**src/sv/srlc_pkg.sv**
```systemverilog
`default_nettype none

package srlc_pkg;

	// One character of a record line as it arrives.
	typedef struct packed {
		logic [7:0]  char_in;
		logic        line_end;
		logic [15:0] records_seen;
	} char_item_t;

	// One verdict per line.
	typedef struct packed {
		logic [2:0] error_code;
		logic [3:0] record_type;
		logic [7:0] byte_count;
	} result_item_t;

	// Everything the checker keeps between characters of one line.
	typedef struct packed {
		logic [9:0]  char_position;
		logic [3:0]  type_digit;
		logic [2:0]  first_error;
		logic [7:0]  running_sum;
		logic [7:0]  count_field;
		logic [3:0]  high_nibble;
		logic [8:0]  pair_total;
		logic [15:0] address_value;
	} line_state_t;

	typedef struct packed {
		logic       valid;
		logic [3:0] value;
	} hex_digit_t;

	// Error codes, in the order the checks take precedence.
	localparam logic [2:0] ERR_OK        = 3'd0;
	localparam logic [2:0] ERR_NO_S      = 3'd1;
	localparam logic [2:0] ERR_BAD_TYPE  = 3'd2;
	localparam logic [2:0] ERR_BAD_HEX   = 3'd3;
	localparam logic [2:0] ERR_COUNT     = 3'd4;
	localparam logic [2:0] ERR_CHECKSUM  = 3'd5;
	localparam logic [2:0] ERR_REC_COUNT = 3'd6;

	localparam logic [7:0] CH_S     = 8'h53;
	localparam logic [7:0] CH_0     = 8'h30;
	localparam logic [7:0] CH_9     = 8'h39;
	localparam logic [7:0] CH_A     = 8'h41;
	localparam logic [7:0] CH_F     = 8'h46;
	localparam logic [7:0] HEX_TEN  = 8'd10;

	localparam logic [9:0] POS_MAX    = 10'd1023;
	localparam logic [8:0] PAIR_MAX   = 9'd511;
	localparam logic [3:0] TYPE_COUNT = 4'd5;

	// Only 0-9 and A-F are hex digits; anything else decodes as zero.
	function automatic hex_digit_t hex_decode(input logic [7:0] c);
		hex_digit_t d;
		logic [7:0] t;
		d = '0;
		t = '0;
		if (c >= CH_0 && c <= CH_9) begin
			t = c - CH_0;
			d.valid = 1'b1;
			d.value = t[3:0];
		end else if (c >= CH_A && c <= CH_F) begin
			t = c - CH_A + HEX_TEN;
			d.valid = 1'b1;
			d.value = t[3:0];
		end
		return d;
	endfunction

endpackage

`default_nettype wire

```
**src/sv/srlc_step.sv**
```systemverilog
`default_nettype none

// Applies one character to the line state and forms the line verdict.
module srlc_step
	import srlc_pkg::*;
(
	input  wire line_state_t  cur,
	input  wire char_item_t   item,
	output line_state_t       nxt,
	output result_item_t      res
);

	hex_digit_t  hex;
	logic [9:0]  pos;
	logic [2:0]  new_err;
	logic [7:0]  last_byte;
	logic [7:0]  type_tmp;
	logic [2:0]  verdict;

	assign pos = cur.char_position;
	assign hex = hex_decode(item.char_in);

	always_comb begin
		nxt       = cur;
		new_err   = ERR_OK;
		last_byte = '0;
		type_tmp  = item.char_in - CH_0;
		if (pos == 10'd0) begin
			if (item.char_in != CH_S) begin
				new_err = ERR_NO_S;
			end
		end else if (pos == 10'd1) begin
			if (item.char_in >= CH_0 && item.char_in <= CH_9) begin
				nxt.type_digit = type_tmp[3:0];
			end else begin
				nxt.type_digit = '0;
				new_err = ERR_BAD_TYPE;
			end
		end else begin
			if (!hex.valid) begin
				new_err = ERR_BAD_HEX;
			end
			last_byte = {cur.high_nibble, hex.value};
			if (pos[0]) begin
				if (pos == 10'd3) begin
					nxt.count_field = last_byte;
				end
				nxt.running_sum = cur.running_sum + last_byte;
				if (cur.pair_total != PAIR_MAX) begin
					nxt.pair_total = cur.pair_total + 9'd1;
				end
			end
			// Address digits sit at positions four to seven, most significant first.
			if (pos >= 10'd4 && pos <= 10'd7) begin
				unique case (pos[1:0])
					2'd0: nxt.address_value[15:12] = cur.address_value[15:12] | hex.value;
					2'd1: nxt.address_value[11:8]  = cur.address_value[11:8]  | hex.value;
					2'd2: nxt.address_value[7:4]   = cur.address_value[7:4]   | hex.value;
					2'd3: nxt.address_value[3:0]   = cur.address_value[3:0]   | hex.value;
					default: nxt.address_value = cur.address_value;
				endcase
			end
			nxt.high_nibble = hex.value;
		end
		if (cur.first_error == ERR_OK) begin
			nxt.first_error = new_err;
		end
		if (pos != POS_MAX) begin
			nxt.char_position = pos + 10'd1;
		end

		verdict = nxt.first_error;
		if (verdict == ERR_OK) begin
			priority if (pos == 10'd0) begin
				verdict = ERR_BAD_TYPE;
			end else if (pos < 10'd3) begin
				verdict = ERR_COUNT;
			end else if (({1'b0, nxt.count_field} + 9'd1) != nxt.pair_total) begin
				verdict = ERR_COUNT;
			end else if (cur.running_sum != ~last_byte) begin
				verdict = ERR_CHECKSUM;
			end else if (nxt.type_digit == TYPE_COUNT
				&& nxt.address_value != item.records_seen) begin
				verdict = ERR_REC_COUNT;
			end
		end
		res.error_code  = verdict;
		res.record_type = nxt.type_digit;
		res.byte_count  = nxt.count_field;

		// The line is finished: start the next one from a clean state.
		if (item.line_end) begin
			nxt = '0;
		end
	end

endmodule

`default_nettype wire
```
**config.mk**
```make
export PLATFORM = sky130hd
export DESIGN_NAME = srlc_step
export DESIGN_NICKNAME = d
export VERILOG_FILES = /design/src/sv/srlc_pkg.sv /design/src/sv/srlc_step.sv
export SDC_FILE = /design/constraint.sdc
export NUM_CORES = 1
export LEC_CHECK = 0
export BUFFER_PORTS_ARGS = -buffer_cell sky130_fd_sc_hd__buf_2
export CAP_MARGIN = 5
export CORE_UTILIZATION = 44
export DETAILED_ROUTE_END_ITERATION = 10
export PLACE_DENSITY = 0.8
export SLEW_MARGIN = 40
export SYNTH_ARGS = -nofsm -noshare
export SYNTH_HDL_FRONTEND = slang
export SYNTH_SLANG_ARGS = --single-unit
export TNS_END_PERCENT = 20
```
**constraint.sdc**
```tcl
create_clock -name vclk -period 4.4
set_input_delay 0.66 -clock vclk [all_inputs]
set_output_delay 0.66 -clock vclk [all_outputs]
set_load 0.05 [all_outputs]
```
# Yosys cells after proc, flatten, opt, wreduce, memory -nomap -nowiden
# Index checks and enable logic that the tools add are counted.
[op_classes]
muxes = 32
add_sub_neg = 7
n_lt_le_gt_ge = 7
n_bitwise = 5
eq_ne = 12
reduce_logical = 8
[ops]
columns = ["operator", "n"]
rows = [
  ["two-way mux 45 bit", 2],
  ["two-way mux 62 bit", 1],
  ["two-way mux 16 bit", 2],
  ["two-way mux 4 bit", 7],
  ["two-way mux 3 bit", 9],
  ["two-way mux 8 bit", 3],
  ["two-way mux 9 bit", 2],
  ["!= test 16 bit", 1],
  ["bitwise OR 4 bit", 4],
  ["adder 10 x 1 -> 10 bit, second input constant", 1],
  ["equality test 10 x 1 -> 1 bit, second input constant", 1],
  ["equality test 10 x 2 -> 1 bit, second input constant", 1],
  ["greater-or-equal comparator 10 x 3 -> 1 bit, second input constant", 1],
  ["<= comparator 10 x 3 -> 1 bit, second input constant", 1],
  ["logical NOT 10 bit", 1],
  ["< comparator 10 x 2 -> 1 bit, second input constant", 1],
  ["two-way mux 10 bit", 1],
  ["two-way mux 5 bit", 2],
  ["!= test 10 bit, second input constant", 1],
  ["adder 8 x 1 -> 9 bit, second input constant", 1],
  ["adder 9 x 1 -> 9 bit, second input constant", 1],
  ["!= test 9 bit", 1],
  ["!= test 9 bit, second input constant", 1],
  ["adder 8 bit", 1],
  ["other kinds (17)", 24],
]
[totals]
regBits = 0
output_inout_bits = 77
inputBits = 87

# Longest topological paths before layout
# Gate-level depths: netlist (run 1).
[depth]
depth_word = 17
ltp_mapped = 18
ltp_nobuf = 18

# Least setup slack after synthesis (run 1)
# No wires, ideal clock.
[synth_timing]
path_type = "input -> output"
startpoint = "input port cur[53] (netlist name)"
endpoint = "output port res[12] (netlist name)"
t_required_ns = 3.740
slack_ns = -1.201
path_buffers = 3
t_arrival_ns = 4.941
stages = 17
path_cell_list = "inv_1 > ha_1 > clkbuf_1 > nor3b_1 > and4_1 > buf_2 > buf_6 > nor2_1 > a21oi_1 > ha_1 > o211ai_1 > o22a_1 > nor2_1 > xnor2_1 > nor3_2 > nand4_1 > o31ai_1"
[synth_lines]
columns = ["item", "line_no", "text"]
rows = [
  ["start, declared", "srlc_step.sv:7", "input wire line_state_t cur,"],
  ["end, declared", "srlc_step.sv:10", "output result_item_t res"],
]

==> reports/metrics.yaml, run 1 <==
status:
  status: "finished clean"
power:
  cellLeakagePower_nw: 2.04
  pwr-share-comb_pct: 100.0
  powerDensity_mw_per_mm2: 114
  switching_power_mw: 0.325
  seq_power_share_pct: 0
  internal_power_mw: 0.166
  vdd_drop_max_mv: 0.0779
  power_frac_clock_pct: 0
  p_sw_share_pct: 66.3
sta:
  setup_viol: 0
  max_slew_margin_pct: 57.7
  max_freq_mhz: 235
  finalMaxSlewViolations: 0
  holdWs_ns: 1.75
  timing.final.hold_violations: 0
  tightest_slew_ns: 0.634
  period_minus_slack_ns: 4.26
  fin_ws_ns: 0.140
  post-route-period-util_pct: 96.8
setup_path:
  crit_arrival_ns: 3.60
  start_kind: "primary input"
  path_class: "in2out"
  crit_fanout: 3
  cp-end-kind: "output pin"
  crit_end: "nxt[44]"
  required_ns: 3.74
  crit_start: "item[17]"
synthesis:
  synth-seq-area-share_pct: 0
  syn-instance-count: 471
  ys_types: 65
  netlist_area_mm2: 0.00289
  synthesis.nets: 576
  synth_area_per_cell_um2: 6.14
  yosys_warnings: 0
floorplanning:
  start_util_pct: 45.5
  rows: 29
  fp.dieW_um: 83.1
  die_area_mm2: 0.00690
  core_mm2: 0.00635
  die_y_um: 83.1
  io_pins: 164
finish:
  antenna_cells: 0
  seq_area_um2: 0
  layout_commonest_cell: "buf_2"
  multi_input_area_mm2: 0.00288
  nNetsFinal: 771
  final_cells: 741
  seq_cell_count: 0
  nClkBuffers: 0
  fin_util_pct: 67.7
  syn_to_final_growth_pct: 48.8
  mostFrequentLayoutCells: "buf_2, nor2_1, buf_4, nand2_1, a21oi_1"
  nFillCells: 599
  drive_above_1_share_pct: 38.9
  final_area_mm2: 0.00430
detailed_routing:
  drt_iter0_markers: 222
  viasPerCell: 5.84
  drc: 0
  detail-route-antenna-nets: 0
  dr.pass1.iters: 5
  routed_wl_um: 11500
  via_count: 4325
  wl_per_cell_um: 15.5
place:
  gp_congestion: 0.963
  dp.cells: 737
  port_buffers: 164
  dp_slack_ns: -0.102
  dpl_cell_area_mm2: 0.00410
  place_hpwl_um: 9360
worst_hold_path:
  min_from: "cur[44]"
  min_path_type: "in2out"
global_routing:
  antenna_found_initial: 0
  grt.total_usage_pct: 31.1
  grt_pass1_vias: 3892
  grt_max_degree: 63
  grt_pass1_wl_um: 18200
  overflow: 0
job:
  max-cap-violations: 0
==> synthesized netlist by cell type (6+ instances only) <==
cell	number	area share, %
o22ai_1	7	1.5
nand2_1	41	5.3
xor2_1	11	3.3
nor2b_1	19	4.1
nor2_1	71	9.2
nor3_1	12	2.1
ha_1	17	7.4
a21oi_1	45	7.8
and4_1	6	1.8
nor4_1	6	1.3
mux2i_1	9	3.1
xnor2_1	23	7.0
inv_1	27	3.5
clkbuf_1	14	1.8
nand4_1	18	3.9
o21ai_0	20	3.5
nand2b_1	7	1.5
nand3_1	17	2.9
==> worst min path at each step <==
stage | end | cells past startpoint
2_1_floorplan | res[12] | 1
3_3_place_gp | nxt[42] | 4
3_5_place_dp | res[8] | 4
4_1_cts | nxt[44] | 4
5_1_grt | res[10] | 4
6_report | nxt[44] | 4
==> per-stage QoR <==
| step | setup TNS, ns | total power [mW] |
|---|---|---|
| 6_report | 0 | 0.491 |
| 4_1_cts | 0 | 0.473 |
| 3_3_place_gp | -0.0262 | 0.461 |
| 3_5_place_dp | -0.104 | 0.468 |
| 2_1_floorplan | -0.269 | 0.314 |
| 5_1_grt | -0.0871 | 0.525 |
==> kinds of logic after synthesis <==
family,share of synthesized area (%)
compound gates,28.3
xor+xnor,10.3
fa+ha+maj,8.05
buf+inv,7.10
mux,3.59
simple gates,42.6
==> power groups by stage <==
stage | Sequential, mW | Clock [mW] | Combinational [mW]
floorplan | 0 | 0 | 0.314
global placement | 0 | 0 | 0.461
detailed placement | 0 | 0 | 0.468
CTS | 0 | 0 | 0.473
global route | 0 | 0 | 0.525
finish | 0 | 0 | 0.491
==> cell type report <==
type	instances	area share [%]
Multi-Input combinational cell	422	66.8
Timing Repair Buffer	214	28.4
Inverter	28	2.50
Tap cell	77	2.24
==> layer usage <==
metal | up-vias | global-route usage, % | wire, um
li1 | 2102 | - | -
met1 | 1996 | 40.5 | 4790
met2 | 214 | 57.2 | 5740
met3 | 13 | 1.59 | 883
met4 | 0 | 4.86 | 103
met5 | - | 0 | 0
==> worst max-delay path: stages <==
cell,delay (ns)
buf_6,0.09
inv_2,0.04
buf_4,0.13
ha_1,0.17
nand3b_1,0.22
and4b_1,0.27
o22a_1,0.25
ha_4,0.27
a21oi_4,0.18
o21bai_4,0.10
a21oi_2,0.18
o21bai_1,0.09
a21oi_1,0.15
xor2_1,0.09
or3_1,0.39
a21oi_2,0.14
buf_6,0.17
==> what timing repair did <==
item,in CTS,in global routing
gates resized for setup,4,36
hold buffers,0,0
pin swaps,1,20
setup endpoints to repair,1,6
hold endpoints to repair,0,0
buffers inserted,2,2
Note: power is estimated with default switching activity, not from simulation.
==> run 2, diff against run 1 <==
--- a/config.mk
+++ b/config.mk
@@ -7,9 +7,12 @@
 export LEC_CHECK = 0
 export BUFFER_PORTS_ARGS = -buffer_cell sky130_fd_sc_hd__buf_2
 export CAP_MARGIN = 5
-export CORE_UTILIZATION = 44
+export CELL_PAD_IN_SITES_DETAIL_PLACEMENT = 0
+export CELL_PAD_IN_SITES_GLOBAL_PLACEMENT = 2
+export CORE_UTILIZATION = 22
 export DETAILED_ROUTE_END_ITERATION = 10
-export PLACE_DENSITY = 0.8
+export GPL_TIMING_DRIVEN = 0
+export PLACE_DENSITY_LB_ADDON = 0.1
 export SLEW_MARGIN = 40
 export SYNTH_ARGS = -nofsm -noshare
 export SYNTH_HDL_FRONTEND = slang
==> reports/metrics.yaml, run 2 (synthesized netlist as in run 1, its figures left out) <==
global_routing:
  grt.total_usage_pct: 19.0  # -12 points
  grt_pass1_vias: 3895  # +0.077%
  overflow: 0  # unchanged
  grt_max_degree: 11  # -83%
  antenna_found_initial: 0  # unchanged
  grt_pass1_wl_um: 20500  # +12%
detailed_routing:
  detail-route-antenna-nets: 0  # unchanged
  wl_per_cell_um: 16.6  # +6.5%
  via_count: 4223  # -2.4%
  drt_iter0_markers: 201  # -9.5%
  dr.pass1.iters: 6  # +1
  viasPerCell: 5.12  # -12%
  routed_wl_um: 13700  # +19%
  drc: 0  # unchanged
floorplanning:
  fp.dieW_um: 117  # +40%
  die_y_um: 117  # +40%
  io_pins: 164  # unchanged
  rows: 41  # +41%
  core_mm2: 0.0127  # +100%
  start_util_pct: 22.7  # -23 points
  die_area_mm2: 0.0136  # +97%
power:
  vdd_drop_max_mv: 0.0457  # -41%
  power_frac_clock_pct: 0  # unchanged
  pwr-share-comb_pct: 100.0  # about the same
  switching_power_mw: 0.333  # +2.4%
  powerDensity_mw_per_mm2: 111  # -2.4%
  cellLeakagePower_nw: 1.96  # -4.0%
  internal_power_mw: 0.162  # -2.1%
  p_sw_share_pct: 67.3  # +1.0 points
  seq_power_share_pct: 0  # unchanged
finish:
  nNetsFinal: 760  # -1.4%
  final_area_mm2: 0.00445  # +3.4%
  mostFrequentLayoutCells: "buf_2, nor2_1, nand2_1, a21oi_1, buf_4"
  antenna_cells: 0  # unchanged
  seq_area_um2: 0  # unchanged
  final_cells: 825  # +11%
  drive_above_1_share_pct: 38.3  # -0.57 points
  layout_commonest_cell: "buf_2"
  nFillCells: 1515  # +150%
  nClkBuffers: 0  # unchanged
  syn_to_final_growth_pct: 53.9
  fin_util_pct: 35.0  # -33 points
  seq_cell_count: 0  # unchanged
  multi_input_area_mm2: 0.00296  # +2.8%
sta:
  max_slew_margin_pct: 53.0  # -4.7 points
  setup_viol: 0  # unchanged
  tns_ns: 0  # unchanged
  period_minus_slack_ns: 4.40  # +0.135 ns
  tightest_slew_ns: 0.705  # +0.0710 ns
  timing.final.hold_violations: 0  # unchanged
  rsz0062_at_grt: "true"
  max_freq_mhz: 228  # -3.1%
  finalMaxSlewViolations: 0  # unchanged
  post-route-period-util_pct: 99.9  # +3.1 points
setup_path:
  path_class: "in2out"
  cp-end-kind: "output pin"
  crit_fanout: 6  # +3
  required_ns: 3.74  # about the same
  crit_arrival_ns: 3.74  # +0.14 ns
  start_kind: "primary input"
place:
  place_hpwl_um: 11100  # +19%
  port_buffers: 161  # -1.8%
  dpl_cell_area_mm2: 0.00396  # -3.4%
  gp_congestion: 0.861  # -11%
  dp.cells: 804  # +9.1%
worst_hold_path:
  min_path_type: "in2out"
job:
  max-cap-violations: 0  # unchanged
status:
  status: "finished clean"
cts:
  cts_hold_buffers: 0  # unchanged
==> run 2: changes by cell type in the layout (fill, tap and decap cells not counted), sizes merged <==
cell / previous run / this run
buf: 213 / 189
clkbuf: 1 / 14
clkinvlp: 0 / 1
inv: 28 / 27
==> run 2: power groups by stage <==
| stage | clock (mW) | sequential [mW] | combinational [mW] |
|---|---|---|---|
| 2_1_floorplan | 0 | 0 | 0.314 |
| 6_report | 0 | 0 | 0.496 |
| 3_3_place_gp | 0 | 0 | 0.459 |
| 4_1_cts | 0 | 0 | 0.480 |
| 3_5_place_dp | 0 | 0 | 0.461 |
| 5_1_grt | 0 | 0 | 0.538 |
==> run 2: metrics by stage <==
stage               hold slack, ns  power, mW  worst slack, ns
floorplan                     1.46      0.314           -0.184
global placement              1.75      0.459            -1.09
detailed placement            1.76      0.461            -1.10
CTS                           1.75      0.480          -0.0135
global route                  1.77      0.538           -0.105
finish                        1.75      0.496          0.00476
==> run 2: what timing repair did <==
| item | in CTS | in global routing |
|---|---|---|
| cloned | 0 | 0 |
| setup buffers | 11 | 12 |
| gates resized for setup | 44 | 38 |
| pin swaps | 10 | 21 |
| hold endpoints to repair | 0 | 0 |
| setup endpoints to repair | 10 | 5 |
==> run 2: final cells by class <==
cell class	instances	share of cell area [%]
well taps	172	4.84
multi-input cells	422	66.5
repair buffers	184	23.2
plain buffers	19	2.50
inverters	28	2.95
==> run 2: worst max-delay path, cell delays in order <==
cell and delay [ns]:
buf_12 0.11, inv_8 0.06, ha_4 0.14, or3b_4 0.39, and4b_2 0.28, o22a_1 0.23, buf_6 0.14, ha_4 0.22
a21oi_4 0.17, o21bai_4 0.07, a21oi_2 0.17, o21bai_1 0.08, a21oi_1 0.18, xor2_1 0.09, or3_1 0.39, a21oi_2 0.16
buf_6 0.18
==> run 2: path summary, 6_finish.rpt <==
kind | cells past startpoint | from | end | slack [ns]
worst max-delay path | 17 | item[18] | nxt[44] | 0.005
worst min-delay path | 4 | cur[42] | nxt[42] | 1.75
==> run 2: routing by layer <==
| layer | global-route usage [%] | wire, um |
|---|---|---|
| met1 | 25.9 | 6350 |
| met2 | 33.7 | 6530 |
| met3 | 2.13 | 721 |
| met4 | 0.759 | 59 |
| met5 | 0 | 0 |
==> run 3, diff against run 2 <==
==> constraint.sdc (replaced) <==
create_clock -name vclk -period 4.4
set_input_delay 0.66 -clock vclk [all_inputs]
set_output_delay 0.66 -clock vclk [all_outputs]
set_load 0.02 [all_outputs]
==> reports/metrics.yaml, run 3 (synthesized netlist as in run 1, its figures left out) <==
finish:
  drive_above_1_share_pct: 36.0  # -2.3 points
  nNetsFinal: 755  # -0.66%
  fin_util_pct: 33.9  # -1.1 points
  antenna_cells: 0  # unchanged
  mostFrequentLayoutCells: "buf_2, nor2_1, nand2_1, a21oi_1, xnor2_1"
  final_cells: 820  # -0.61%
  syn_to_final_growth_pct: 49.0
  final_area_mm2: 0.00431  # -3.1%
  seq_area_um2: 0  # unchanged
  layout_commonest_cell: "buf_2"
  seq_cell_count: 0  # unchanged
  nClkBuffers: 0  # unchanged
sta:
  timing.final.hold_violations: 0  # unchanged
  period_minus_slack_ns: 4.29  # -0.108 ns
  fin_ws_ns: 0.113  # +0.108 ns
  max_slew_margin_pct: 45.3  # -7.7 points
  finalMaxSlewViolations: 0  # unchanged
  setup_viol: 0  # unchanged
  holdWs_ns: 1.67  # -0.0836 ns
  post-route-period-util_pct: 97.4  # -2.5 points
  tns_ns: 0  # unchanged
  rsz0062_at_grt: "true"
  max_freq_mhz: 233  # +2.5%
  tightest_slew_ns: 0.813  # +0.108 ns
setup_path:
  crit_arrival_ns: 3.63  # -0.11 ns
  start_kind: "primary input"
  timing.critical_path.buf_inv: 5  # +1
  path_class: "in2out"
  crit_start: "item[17]"
  cp_num_cells: 17  # unchanged
  slowest_delay_ns: 0.39  # about the same
  cp_cell_sequence: "buf_8 > inv_4 > ha_4 > or3b_4 > and4b_2 > a21oi_4 > clkinvlp_4 > ha_4 > inv_1 > o21bai_1 > a21oi_2 > o21bai_1 > a21oi_2 > xor2_1 > or3_1 > a21oi_2 > buf_4"
  cp_top_family: "simple AND/OR/NAND/NOR gates"
  crit_fanout: 8  # +2
  cpMostUsedCell: "a21oi_2"
  cpMaxStageDelayCell: "or3b_4"
  cp-end-kind: "output pin"
  crit_end: "nxt[44]"
  required_ns: 3.74  # about the same
power:
  cellLeakagePower_nw: 1.91  # -2.7%
  powerDensity_mw_per_mm2: 91.3  # -18%
  p_total_mw: 0.393  # -21%
  vdd_drop_max_mv: 0.0423  # -7.5%
worst_hold_path:
  min_path_type: "in2out"
detailed_routing:
  routed_wl_um: 13500  # -0.87%
  via_count: 4100  # -2.9%
  viasPerCell: 5.00  # -2.3%
  dr.pass1.iters: 4  # -2
  wl_per_cell_um: 16.5  # -0.27%
  drc: 0  # unchanged
  detail-route-antenna-nets: 0  # unchanged
  drt_iter0_markers: 232  # +15%
status:
  status: "finished clean"
place:
  dpl_cell_area_mm2: 0.00392  # -0.92%
  place_hpwl_um: 11000  # -0.63%
  port_buffers: 161  # unchanged
  gp_congestion: 0.833  # -3.1%
  dp.cells: 804  # unchanged
  dp_slack_ns: -1.00  # +0.0978 ns
floorplanning:
  io_pins: 164  # unchanged
  rows: 41  # unchanged
  fp.dieW_um: 117  # unchanged
  start_util_pct: 22.7  # unchanged
  core_mm2: 0.0127  # unchanged
  die_area_mm2: 0.0136  # unchanged
  die_y_um: 117  # unchanged
global_routing:
  grt_pass1_vias: 3772  # -3.2%
  grt_pass1_wl_um: 20300  # -0.54%
  antenna_found_initial: 0  # unchanged
  grt.total_usage_pct: 19.1  # about the same
  grt_max_degree: 11  # unchanged
  overflow: 0  # unchanged
job:
  max-cap-violations: 0  # unchanged
cts:
  cts_hold_buffers: 0  # unchanged
[run 3: cell types whose count changed in the layout (fill, tap and decap cells not counted), moves of 2 or more]
| cell | before | now |
|---|---|---|
| buf_4 | 24 | 20 |
| buf_2 | 156 | 159 |
| buf_6 | 6 | 3 |
| buf_12 | 2 | 0 |
| buf_8 | 1 | 3 |
| clkbuf_2 | 3 | 1 |
| inv_1 | 20 | 22 |
| inv_2 | 3 | 1 |
| inv_8 | 2 | 0 |
[run 3: worst min-delay path by stage]
stage                 start       to  slack [ns]  cells after the start
detailed placement  cur[49]   res[9]        1.67                      4
global placement    cur[49]   res[9]        1.68                      4
floorplan           cur[47]  res[12]        1.42                      1
finish              cur[49]   res[9]        1.67                      4
CTS                 cur[49]   res[9]        1.67                      4
global route         cur[5]   nxt[5]        1.71                      4
[run 3: cell type report]
type / instances / area [um2]
buffer: 19 / 105
tap: 172 / 215
multi-input combinational: 422 / 2890
fill: 1502 / 8410
timing repair buffer: 179 / 970
inverter: 28 / 125
[run 3: power by group]
group | total [mW] | switching [mW] | internal [mW]
registers | 0 | 0 | 0
clock network | 0 | 0 | 0
logic | 0.393 | 0.237 | 0.156
total | 0.393 | 0.237 | 0.156
[run 3: metal layers]
| metal | routed length [um] | vias to the layer above | GRT usage (%) |
|---|---|---|---|
| met1 | 6580 | 1893 | 28.1 |
| met3 | 726 | 2 | 0.778 |
| met2 | 6220 | 123 | 32.3 |
| li1 | - | 2082 | - |
| met5 | 0 | - | 0 |
| met4 | 19 | 0 | 0.253 |
[run 3: what timing repair did]
action,CTS,global route
hold endpoints to repair,0,0
setup endpoints to repair,9,5
gates resized for setup,41,21
buffers inserted,14,4
pin swaps,11,9
[run 3: worst min-delay path, delay by kind of cell]
family / cells / cell delay, ns
buf+inv: 3 / 0.27
compound gates: 1 / 0.08
